### src/rtl/core/fql_pkg.sv
// Shared types and constants for the fault qualify and latch monitor.
package fql_pkg;

    localparam int ACT_W      = 3;
    localparam int VAL_W      = 32;
    localparam int IDX_W      = 6;
    localparam int RUN_W      = 8;
    localparam int CNT_W      = 10;
    localparam int FLAG_W     = 64;
    localparam int THR_W      = 8;
    localparam int CFG_IDX_W  = 2;
    localparam int CFG_DATA_W = 64;

    localparam int IN_DATA_W  = 104;
    localparam int OUT_DATA_W = 80;

    localparam logic [CFG_IDX_W-1:0] CFG_SHORT_THR = 2'd0;
    localparam logic [CFG_IDX_W-1:0] CFG_LONG_THR  = 2'd1;
    localparam logic [CFG_IDX_W-1:0] CFG_LONG_MASK = 2'd2;

    localparam logic [THR_W-1:0]  SHORT_THR_RST = 8'd1;
    localparam logic [THR_W-1:0]  LONG_THR_RST  = 8'd5;

    localparam logic [ACT_W-1:0] ACT_RANGE     = 3'd0;
    localparam logic [ACT_W-1:0] ACT_BELOW_MAX = 3'd1;
    localparam logic [ACT_W-1:0] ACT_AT_LEAST  = 3'd2;
    localparam logic [ACT_W-1:0] ACT_EQUAL     = 3'd3;
    localparam logic [ACT_W-1:0] ACT_NOT_EQUAL = 3'd4;

    typedef struct packed {
        logic load;
        logic exec;
    } fql_cmd_t;

    typedef struct packed {
        logic [RUN_W-1:0] run;
        logic [CNT_W-1:0] cnt;
    } fql_entry_t;

endpackage

### src/rtl/core/fault_qualify_latch_monitor.sv
// Top level of the fault qualify and latch monitor.
//
// channel | dir | handshake          | payload
// s_*     | in  | s_tvalid/s_tready  | s_tuser action, s_tdata check operands and slot
// m_*     | out | m_tvalid/m_tready  | m_tdata slot verdict, status word, event total
// cfg_*   | in  | cfg_we             | cfg_index register, cfg_data value
//
// Each beat is accepted (slot memory read), then executed (read-modify-write of
// the slot entry and latch flags); no new beat is accepted until execute is done.
// The result sits in an output register; a new beat is accepted while it waits,
// and execute stalls only while the previous result has not been taken.
// Reset clears the slot entry valid bits and latch flags at once; no clearing pass.
module fault_qualify_latch_monitor
    import fql_pkg::*;
#(
    parameter int NUM_SLOTS   = 64,
    parameter int EVENT_LIMIT = 999
)
(
    input  logic                  clk,
    input  logic                  rst_n,
    input  logic                  s_tvalid,
    output logic                  s_tready,
    // [31:0] sample_value, [63:32] bound_low, [95:64] bound_high, [101:96] error_index
    input  logic [IN_DATA_W-1:0]  s_tdata,
    // [2:0] action
    input  logic [ACT_W-1:0]      s_tuser,
    output logic                  m_tvalid,
    input  logic                  m_tready,
    // [0] error_latched, [1] new_event, [2] cleared, [66:3] status_bits,
    // [76:67] event_total
    output logic [OUT_DATA_W-1:0] m_tdata,
    input  logic                  cfg_we,
    input  logic [CFG_IDX_W-1:0]  cfg_index,
    input  logic [CFG_DATA_W-1:0] cfg_data
);

    fql_cmd_t cmd;

    fql_ctrl u_ctrl (
        .clk      (clk),
        .rst_n    (rst_n),
        .s_tvalid (s_tvalid),
        .s_tready (s_tready),
        .m_tvalid (m_tvalid),
        .m_tready (m_tready),
        .cmd      (cmd)
    );

    fql_datapath #(
        .NUM_SLOTS   (NUM_SLOTS),
        .EVENT_LIMIT (EVENT_LIMIT)
    ) u_datapath (
        .clk       (clk),
        .rst_n     (rst_n),
        .cmd       (cmd),
        .cfg_we    (cfg_we),
        .cfg_index (cfg_index),
        .cfg_data  (cfg_data),
        .s_tdata   (s_tdata),
        .s_tuser   (s_tuser),
        .m_tdata   (m_tdata)
    );

endmodule

### src/rtl/core/fql_ctrl.sv
// Controller: accept and execute sequencing, output beat valid.
module fql_ctrl
    import fql_pkg::*;
(
    input  logic     clk,
    input  logic     rst_n,
    input  logic     s_tvalid,
    output logic     s_tready,
    output logic     m_tvalid,
    input  logic     m_tready,
    output fql_cmd_t cmd
);

    typedef enum logic [1:0] {
        ST_IDLE = 2'b01,
        ST_EXEC = 2'b10
    } state_t;

    state_t state_reg, state_next;
    logic   m_valid_reg, m_valid_next;
    logic   out_free;

    assign s_tready = (state_reg == ST_IDLE);
    assign out_free = !m_valid_reg || m_tready;
    assign cmd.load = s_tvalid && s_tready;
    assign cmd.exec = (state_reg == ST_EXEC) && out_free;
    assign m_tvalid = m_valid_reg;

    always_comb
    begin
        state_next = state_reg;
        case (state_reg)
            ST_IDLE:
            begin
                if (cmd.load)
                begin
                    state_next = ST_EXEC;
                end
            end
            ST_EXEC:
            begin
                if (cmd.exec)
                begin
                    state_next = ST_IDLE;
                end
            end
            default:
            begin
                state_next = ST_IDLE;
            end
        endcase
    end

    always_comb
    begin
        m_valid_next = m_valid_reg;
        if (cmd.exec)
        begin
            m_valid_next = 1'b1;
        end
        else if (m_tready)
        begin
            m_valid_next = 1'b0;
        end
    end

    always_ff @(posedge clk or negedge rst_n)
    begin
        if (!rst_n)
        begin
            state_reg   <= ST_IDLE;
            m_valid_reg <= 1'b0;
        end
        else
        begin
            state_reg   <= state_next;
            m_valid_reg <= m_valid_next;
        end
    end

    a_load_to_exec: assert property (@(posedge clk) disable iff (!rst_n)
        cmd.load |=> (state_reg == ST_EXEC) && !s_tready)
        else $error("accepted beat did not move to execute");

    a_stall_holds: assert property (@(posedge clk) disable iff (!rst_n)
        (state_reg == ST_EXEC) && m_valid_reg && !m_tready |=> (state_reg == ST_EXEC))
        else $error("item left execute while output was blocked");

    a_exec_gives_beat: assert property (@(posedge clk) disable iff (!rst_n)
        cmd.exec |=> m_valid_reg && (state_reg == ST_IDLE))
        else $error("executed item did not present an output beat");

endmodule

### src/rtl/core/fql_datapath.sv
// Datapath: config registers, slot memory, check, latch flags, result register.
module fql_datapath
    import fql_pkg::*;
#(
    parameter int NUM_SLOTS   = 64,
    parameter int EVENT_LIMIT = 999
)
(
    input  logic                  clk,
    input  logic                  rst_n,
    input  fql_cmd_t              cmd,
    input  logic                  cfg_we,
    input  logic [CFG_IDX_W-1:0]  cfg_index,
    input  logic [CFG_DATA_W-1:0] cfg_data,
    input  logic [IN_DATA_W-1:0]  s_tdata,
    input  logic [ACT_W-1:0]      s_tuser,
    output logic [OUT_DATA_W-1:0] m_tdata
);

    localparam int AW = (NUM_SLOTS > 1) ? $clog2(NUM_SLOTS) : 1;

    logic [THR_W-1:0]  short_thr_reg;
    logic [THR_W-1:0]  long_thr_reg;
    logic [FLAG_W-1:0] long_mask_reg;
    logic [FLAG_W-1:0] latch_reg, latch_next;
    logic [NUM_SLOTS-1:0] ent_valid_reg;

    fql_entry_t mem [NUM_SLOTS];
    fql_entry_t rd_reg;
    logic       rd_valid_reg;

    logic [ACT_W-1:0]        act_reg;
    logic signed [VAL_W-1:0] samp_reg;
    logic signed [VAL_W-1:0] lo_reg;
    logic signed [VAL_W-1:0] hi_reg;
    logic [IDX_W-1:0]        idx_reg;

    logic                    err_latched_reg;
    logic                    new_event_reg;
    logic                    cleared_reg;
    logic [FLAG_W-1:0]       status_reg;
    logic [CNT_W-1:0]        total_reg;

    logic [IDX_W-1:0] idx_in;
    logic [AW-1:0]    addr_in;
    logic [AW-1:0]    addr_reg;
    logic             in_range;
    logic             known;
    logic             normal;
    logic             latched;
    logic [THR_W-1:0] thr;
    logic [RUN_W-1:0] run_cur, run_inc;
    logic [CNT_W-1:0] cnt_cur;
    fql_entry_t       wr_ent;
    logic             wr_en;
    logic             ev;
    logic             clr;

    assign idx_in   = s_tdata[101:96];
    assign addr_in  = AW'(idx_in);
    assign addr_reg = AW'(idx_reg);

    always_ff @(posedge clk or negedge rst_n)
    begin
        if (!rst_n)
        begin
            short_thr_reg <= SHORT_THR_RST;
            long_thr_reg  <= LONG_THR_RST;
            long_mask_reg <= '0;
        end
        else if (cfg_we)
        begin
            case (cfg_index)
                CFG_SHORT_THR: short_thr_reg <= cfg_data[THR_W-1:0];
                CFG_LONG_THR:  long_thr_reg  <= cfg_data[THR_W-1:0];
                CFG_LONG_MASK: long_mask_reg <= cfg_data;
                default:       ;
            endcase
        end
    end

    always_ff @(posedge clk)
    begin
        if (cmd.load)
        begin
            act_reg  <= s_tuser;
            samp_reg <= s_tdata[31:0];
            lo_reg   <= s_tdata[63:32];
            hi_reg   <= s_tdata[95:64];
            idx_reg  <= idx_in;
            rd_reg   <= mem[addr_in];
        end
        if (wr_en)
        begin
            mem[addr_reg] <= wr_ent;
        end
    end

    always_ff @(posedge clk or negedge rst_n)
    begin
        if (!rst_n)
        begin
            ent_valid_reg <= '0;
            rd_valid_reg  <= 1'b0;
            latch_reg     <= '0;
        end
        else
        begin
            if (cmd.load)
            begin
                rd_valid_reg <= ent_valid_reg[addr_in];
            end
            if (wr_en)
            begin
                ent_valid_reg[addr_reg] <= 1'b1;
            end
            if (cmd.exec)
            begin
                latch_reg <= latch_next;
            end
        end
    end

    assign in_range = {1'b0, idx_reg} < (IDX_W+1)'(NUM_SLOTS);
    assign latched  = latch_reg[idx_reg];
    assign thr      = long_mask_reg[idx_reg] ? long_thr_reg : short_thr_reg;
    assign run_cur  = rd_valid_reg ? rd_reg.run : '0;
    assign cnt_cur  = rd_valid_reg ? rd_reg.cnt : '0;
    assign run_inc  = run_cur + RUN_W'(1);

    always_comb
    begin
        known = 1'b1;
        case (act_reg)
            ACT_RANGE:     normal = (lo_reg <= samp_reg) && (samp_reg < hi_reg);
            ACT_BELOW_MAX: normal = samp_reg < hi_reg;
            ACT_AT_LEAST:  normal = samp_reg >= lo_reg;
            ACT_EQUAL:     normal = samp_reg == lo_reg;
            ACT_NOT_EQUAL: normal = samp_reg != lo_reg;
            default:
            begin
                normal = 1'b0;
                known  = 1'b0;
            end
        endcase
    end

    always_comb
    begin
        latch_next = latch_reg;
        wr_ent     = '{run: run_cur, cnt: cnt_cur};
        wr_en      = 1'b0;
        ev         = 1'b0;
        clr        = 1'b0;
        if (in_range && known)
        begin
            if (normal)
            begin
                wr_ent.run = '0;
                wr_en      = cmd.exec;
                if (latched)
                begin
                    latch_next[idx_reg] = 1'b0;
                    clr                 = 1'b1;
                end
            end
            else if (!latched)
            begin
                wr_en = cmd.exec;
                if (thr <= run_inc)
                begin
                    wr_ent.run          = '0;
                    latch_next[idx_reg] = 1'b1;
                    ev                  = 1'b1;
                    if (cnt_cur < CNT_W'(EVENT_LIMIT))
                    begin
                        wr_ent.cnt = cnt_cur + CNT_W'(1);
                    end
                end
                else
                begin
                    wr_ent.run = run_inc;
                end
            end
        end
    end

    always_ff @(posedge clk)
    begin
        if (cmd.exec)
        begin
            err_latched_reg <= in_range && latch_next[idx_reg];
            new_event_reg   <= ev;
            cleared_reg     <= clr;
            status_reg      <= latch_next;
            total_reg       <= in_range ? wr_ent.cnt : '0;
        end
    end

    assign m_tdata = {3'b000, total_reg, status_reg, cleared_reg, new_event_reg,
                      err_latched_reg};

    a_no_flag_past_slots: assert property (@(posedge clk) disable iff (!rst_n)
        (latch_reg >> NUM_SLOTS) == '0)
        else $error("latch flag set beyond the slot count");

    a_event_or_clear: assert property (@(posedge clk) disable iff (!rst_n)
        cmd.exec |=> !(new_event_reg && cleared_reg))
        else $error("one item both latched and cleared its slot");

    a_flag_matches_status: assert property (@(posedge clk) disable iff (!rst_n)
        cmd.exec |=> err_latched_reg == status_reg[idx_reg])
        else $error("reported latch disagrees with status word");

endmodule
### config.mk
export PLATFORM = sky130hd
export DESIGN_NAME = fault_qualify_latch_monitor
export DESIGN_NICKNAME = d
export VERILOG_FILES = /design/src/rtl/core/fql_pkg.sv /design/src/rtl/core/fault_qualify_latch_monitor.sv /design/src/rtl/core/fql_ctrl.sv /design/src/rtl/core/fql_datapath.sv
export SDC_FILE = /design/constraint.sdc
export NUM_CORES = 2
export LEC_CHECK = 0
export BUFFER_PORTS_ARGS = -buffer_cell sky130_fd_sc_hd__buf_2
export CORE_MARGIN = 2
export CORE_UTILIZATION = 30
export DETAILED_ROUTE_END_ITERATION = 8
export SYNTH_ARGS = -nofsm -noshare
export SYNTH_HDL_FRONTEND = slang
export SYNTH_SLANG_ARGS = --single-unit
### constraint.sdc
create_clock -name clk -period 11.2 [get_ports clk]
set_input_delay 1.68 -clock clk [delete_from_list [all_inputs] [get_ports clk]]
set_output_delay 1.68 -clock clk [all_outputs]
set_load 0.05 [all_outputs]
Yosys cells after proc, flatten, opt, wreduce, memory -nomap -nowiden
Memory sizes are Yosys's and may differ from the RTL's. A register that Yosys moved wholly into a read port is not among the register bits.
Index checks and enable logic that the tools add are counted.
Operators by class
  $add $sub $neg: 2
  $mul: 0
  div/mod/pow operators: 0
  order comparisons: 8
  eq/ne operators: 12
  shifts and indexed selects: 0
  multiplexer cells: 39
  bitwise operators: 5
  reduce and logical (&&, ||, !) cells: 16
Operator list (count)
  2-to-1 mux 64 bit: 5
  bitwise OR 64 bit: 2
  AND 64 bit: 1
  inverter 64 bit: 1
  2-to-1 mux 10 bit: 4
  2-to-1 mux 18 bit: 2
  == test 32 bit: 1
  greater-or-equal comparator 32 bit: 1
  less-or-equal comparator 32 bit: 1
  less-than comparator 32 bit: 1
  2-to-1 mux 8 bit: 4
  inequality test 32 bit: 1
  binary-select mux 1 bit (select 6 bit): 4
  2-to-1 mux 1 bit: 15
  less-than comparator 6 x 7 -> 1 bit, second input constant: 2
  adder 10 x 1 -> 10 bit, second input constant: 1
  less-than comparator 10 bit, second input constant: 1
  AND reduction 2 bit: 5
  adder 8 x 1 -> 8 bit, second input constant: 1
  less-or-equal comparator 8 bit: 1
  demux 1 bit (select 6 bit): 1
  == test 3 x 2 -> 1 bit, second input constant: 2
  greater-or-equal comparator 6 x 1 -> 1 bit, second input constant: 1
  one-hot mux 1 bit (5 select lines): 1
  17 further kinds: 23
Word-level totals
  register bits after elaboration: 394
  bits in latches: 0
  memory bits (writable): 1152
  memory bits (read-only): 0
  input port bits: 178
  word-level logic and storage cells: 101
  memories: 1
Memories
  u_datapath.mem: depth 64, width 18, read ports 1, clocked after Yosys merged registers in 1, wr ports 1, RTL line fql_datapath.sv:28  | fql_entry_t mem [NUM_SLOTS];

Logic depth before layout (Yosys ltp)
  word-level depth: 11
  mapped depth: 29

By module
Synthesis repeated with hierarchy kept, for this count alone.
Unflattened totals
  cell total of the unflattened synthesis: 3328
  area, all modules: 63678.6 µm²
Modules (own cells, without submodules)
  fql_datapath: times used 1, cells an instance 3316, area each 63540.9 µm², sequential area each 45832.7 µm²
  fql_ctrl: times used 1, cells an instance 12, area each 137.6 µm², sequential area each 76.3 µm²

Worst setup path before layout
No wires, ideal clock.
  path type: register -> register
  from: reg u_datapath.idx_reg[2], in the netlist u_datapath.addr_reg[2]
  to: mem u_datapath.mem[0][7] (netlist name) (data pin)
  setup time: 0.544 ns
  arrival time: 6.891 ns
  required time: 10.656 ns
  path slack: 3.765 ns
  stages on the path, launching flop included: 25
  path buffers: 6
  period minus slack after synthesis: 7.435 ns
  path through: edfxtp_1 -> buf_6 -> buf_6 -> clkbuf_1 -> nor3_1 -> clkbuf_1 -> clkbuf_1 -> a22oi_1 -> a41oi_1 -> a21oi_1 -> nand3_1 -> mux2_2 -> ha_1 -> a21oi_1 -> nor2b_1 -> o31ai_1 -> a22o_1 -> clkbuf_1 -> nor2b_1 -> nand2_1 -> nor3_4 -> and3_1 -> nand4_2 -> or3_1 -> a21boi_1
RTL lines
  from (decl): RTL line fql_datapath.sv:36  | logic [IDX_W-1:0] idx_reg;
  from (signal assigned): RTL line fql_datapath.sv:90  | idx_reg <= idx_in;
  to (decl): RTL line fql_datapath.sv:28

==> impl_metrics.py <==
metrics = {
    "logic_synthesis": {
        "synth-seq-cells": 1564,
        "syn_area_sq_um": 63930,
        "yosysUniqueCellTypes": 85,
        "synth_edf_count": 1352,
        "synth_flop_cell": "edfxtp_1",
        "yosysSeqAreaShare_pct": 71.81,
        "async_reset_ff_share_pct": 13.55,
        "avgSynthCellArea_sq_um": 18.93,
        "yosys_warnings": 0,
        "postSynthCellCount": 3377,
    },
    "timing": {
        "worst_pin_slew_ns": 1.300,
        "hold_viol_final": 0,
        "relSlewSlack_pct": 13.32,
        "skew_ns": 0.05008,
        "tns_ns": 0,
        "fmax_ghz": 0.1181,
        "hold_ws_ns": 0.4582,
        "rsz0062_at_grt": "false",
        "period_share_pct": 75.58,
        "drv_slew": 0,
        "fin_crit_ns": 8.465,
        "setup_viol": 0,
    },
    "critical_path": {
        "worstPathRequired_ns": 11.59,
        "max_stage_delay_ns": 1.00,
        "worst_path_most_repeated_cell": "a21oi_1",
        "worst_setup_path_end_kind": "flip-flop",
        "path_class": "flip-flop to flip-flop",
        "rr_endpoint": "u_datapath.mem[28][9]$_DFFE_PP_",
        "timing.rr.start": "u_datapath.addr_reg[1]$_DFFE_PP_",
        "arrival_ns": 8.85,
        "cp_cell_sequence": "inv_1, nor3_2, buf_4, a22oi_1, a31oi_1, a21oi_1, o21ai_0, a21oi_1, nand3_1, mux2_2, ha_1, a21oi_1, nor2b_1, o31ai_1, a22o_1, nor2b_1, nand2_1, nor3_4, and3_1, nand4_2, nor2_1, o21a_2",
        "cpLargestDelayFamily": "simple AND/OR/NAND/NOR gates",
        "slowest_stage": "o21a_2",
        "crit_buf_inv": 2,
        "reg2reg_slack_ns": 2.74,
        "cp_max_fo": 65,
        "r2r_cells": 22,
        "start_kind": "flip-flop",
    },
    "floorplan": {
        "coreArea_sq_um": 211900,
        "die_h_microns": 465.6,
        "start_util_pct": 30.17,
        "ios": 260,
        "die_w_microns": 465.6,
        "num_rows": 169,
        "die_area_sq_um": 216800,
    },
    "min_path": {
        "min_from": "u_datapath.ent_valid_reg[59]$_DFFE_PN0P_",
        "min_to": "u_datapath.ent_valid_reg[59]$_DFFE_PN0P_",
        "hp-class": "flip-flop to flip-flop",
        "min_path_cells": 1,
    },
    "finish": {
        "final_area_sq_um": 74650,
        "drive_above_1_share_pct": 33.80,
        "area_growth_pct": 16.76,
        "regMostFlops": "u_datapath.mem",
        "area.sequential_sq_um": 45910,
        "largest_reg_flops": 1152,
        "num-nets-final": 3932,
        "fillers": 19773,
        "multi_input_area_sq_um": 17440,
    },
    "power": {
        "p_per_area_nw_per_um2": 180.7,
        "pwr-share-seq_pct": 50.1,
        "leakagePower_nw": 26.82,
        "peakVddDrop_v": 0.0001455,
        "power.clock.fraction_pct": 40.7,
        "swShare_pct": 24.50,
        "p_sw_mw": 3.305,
        "intPower_mw": 10.18,
        "combPwrFrac_pct": 9.2,
    },
    "cts": {
        "cts_tree": "built",
        "cts.path.max_buffers": 3,
        "cts_root_buf": "clkbuf_16",
        "cts_buffers": 165,
        "clock_sinks": 1564,
        "cts_resized": 0,
        "clk_latency_ns": 0.80,
        "htreeDepth": 4,
        "path_clk_slew_ns": 0.06,
        "holdBufCountCts": 0,
        "postCtsSetupRepairBufs": 0,
    },
    "run_status": {
        "outcome": "finished clean",
    },
    "placed_design": {
        "numPortBuffers": 254,
        "gp_congestion": 0.8929,
        "placed_cell_area_sq_um": 69140,
        "dp_hpwl_microns": 106300,
    },
    "drt": {
        "first_pass_iters": 5,
        "antenna_left": 0,
        "viasPerCell": 5.216,
        "wl_microns": 175600,
        "drtIter0Drc": 3765,
        "drcViolationCount": 0,
        "vias": 34701,
        "wl_per_cell_microns": 26.39,
    },
    "global_routing": {
        "grt_first_pass_wirelength_microns": 249600,
        "gr-total-overflow": 0,
        "grt_pass1_vias": 34259,
        "grt_max_degree": 94,
        "antenna_found_initial": 19,
        "grtUsageTotal_pct": 15.82,
    },
    "run": {
        "cap_violations": 0,
    },
}
[per-layer routing]
metal  routed length [microns]  GRT usage, %  up-vias  share of wire, %
met5                        68             0        -             0.039
met4                      4908         4.595       10               2.8
met3                     14740         3.383      281               8.4
met2                     82620         25.23     1571                47
met1                     73270         21.75    18474                42
li1                          -             -    14365                 -
[kinds of logic after synthesis]
family,after synthesis,synth area share [%]
fa+ha+maj,73,1.429
other cells,1,0.005866
mux,565,16.98
compound gates,451,4.349
xor+xnor,13,0.1781
simple gates,431,3.425
flops,1564,71.81
buf+inv,279,1.828
[worst register-to-register path, stage by stage (launching register included)]
cell and delay [ns]:
edfxtp_1 0.67, inv_1 0.37, nor3_2 0.93, buf_4 0.44, a22oi_1 0.12, a31oi_1 0.21
a21oi_1 0.06, o21ai_0 0.08, a21oi_1 0.07, nand3_1 0.43, mux2_2 0.41, ha_1 0.29
a21oi_1 0.15, nor2b_1 0.06, o31ai_1 0.24, a22o_1 0.48, nor2b_1 0.37, nand2_1 0.44
nor3_4 0.55, and3_1 0.31, nand4_2 0.24, nor2_1 0.16, o21a_2 1.00
[cells in the mapped netlist, drive strengths merged (4+ instances only)]
cell | count | area share [%]
or2 | 66 | 0.65
nand2b | 12 | 0.12
inv | 75 | 0.44
mux2 | 145 | 2.6
nor3b | 5 | 0.074
buf | 74 | 0.62
nand3b | 8 | 0.094
xor2 | 5 | 0.068
dfrtp | 208 | 8.1
o22ai | 7 | 0.078
nor3 | 21 | 0.20
nor2 | 102 | 0.60
nand4 | 24 | 0.24
mux2i | 19 | 0.30
a22o | 5 | 0.068
and2 | 11 | 0.11
nor2b | 13 | 0.13
a31oi | 99 | 0.97
and3 | 5 | 0.049
mux4 | 401 | 14
o21ai | 182 | 1.4
dfstp | 4 | 0.16
a22oi | 33 | 0.39
nand2 | 123 | 0.72
a21o | 11 | 0.13
a311oi | 5 | 0.068
ha | 73 | 1.4
nand3 | 20 | 0.16
a221oi | 7 | 0.12
xnor2 | 8 | 0.11
a21oi | 56 | 0.44
or3b | 4 | 0.055
a221o | 5 | 0.078
edfxtp | 1352 | 64
clkbuf | 130 | 0.76
[worst max path at each step]
stage,start,to,depth (start not counted)
2_1_floorplan,u_datapath.addr_reg[2]$_DFFE_PP_,u_datapath.mem[0][7]$_DFFE_PP_,24
3_3_place_gp,u_datapath.addr_reg[1]$_DFFE_PP_,u_datapath.mem[48][9]$_DFFE_PP_,22
3_5_place_dp,u_datapath.addr_reg[1]$_DFFE_PP_,u_datapath.mem[53][9]$_DFFE_PP_,22
4_1_cts,u_datapath.addr_reg[1]$_DFFE_PP_,u_datapath.mem[28][9]$_DFFE_PP_,22
5_1_grt,u_datapath.addr_reg[1]$_DFFE_PP_,u_datapath.mem[25][9]$_DFFE_PP_,22
6_report,u_datapath.addr_reg[1]$_DFFE_PP_,u_datapath.mem[28][9]$_DFFE_PP_,22
[metrics by stage]
stage               worst slack [ns]  total power, mW  std cells  utilization [%]
finish                         2.735            13.49       6653            35.23
global route                   2.281            13.90       6645            35.22
CTS                            2.896            13.58       6643            35.22
detailed placement             2.914            8.116       6335            32.63
global placement               2.928            8.089       6335            32.63
floorplan                      3.765            7.625       3379                -
[power groups by stage]
stage | Sequential (mW) | Combinational, mW | Clock (mW)
finish | 6.76 | 1.24 | 5.48
global route | 6.78 | 1.34 | 5.79
CTS | 6.76 | 1.24 | 5.57
detailed placement | 6.88 | 1.24 | 0
global placement | 6.87 | 1.22 | 0
floorplan | 6.86 | 0.769 | 0
[cell usage in the layout (no fill, tap or decap), drive strengths merged, types with 65 or more instances in the layout]
master,n
edfxtp,1352
mux4,401
buf,339
clkbuf,219
dfrtp,208
o21ai,182
mux2,145
nand2,123
nor2,102
a31oi,99
inv,82
ha,73
or2,66
clkinv,65
[cell type report]
class                           instances  share of cell area [%]
Antenna cell                           10                 0.03352
Clock buffer                          219                   6.004
Clock inverter                         89                   1.346
Inverter                               75                  0.3805
Multi-Input combinational cell       1536                   23.36
Sequential cell                      1564                   61.50
Tap cell                             2821                   4.728
Timing Repair Buffer                  339                   2.643
Note: power is estimated with default switching activity, not from simulation.
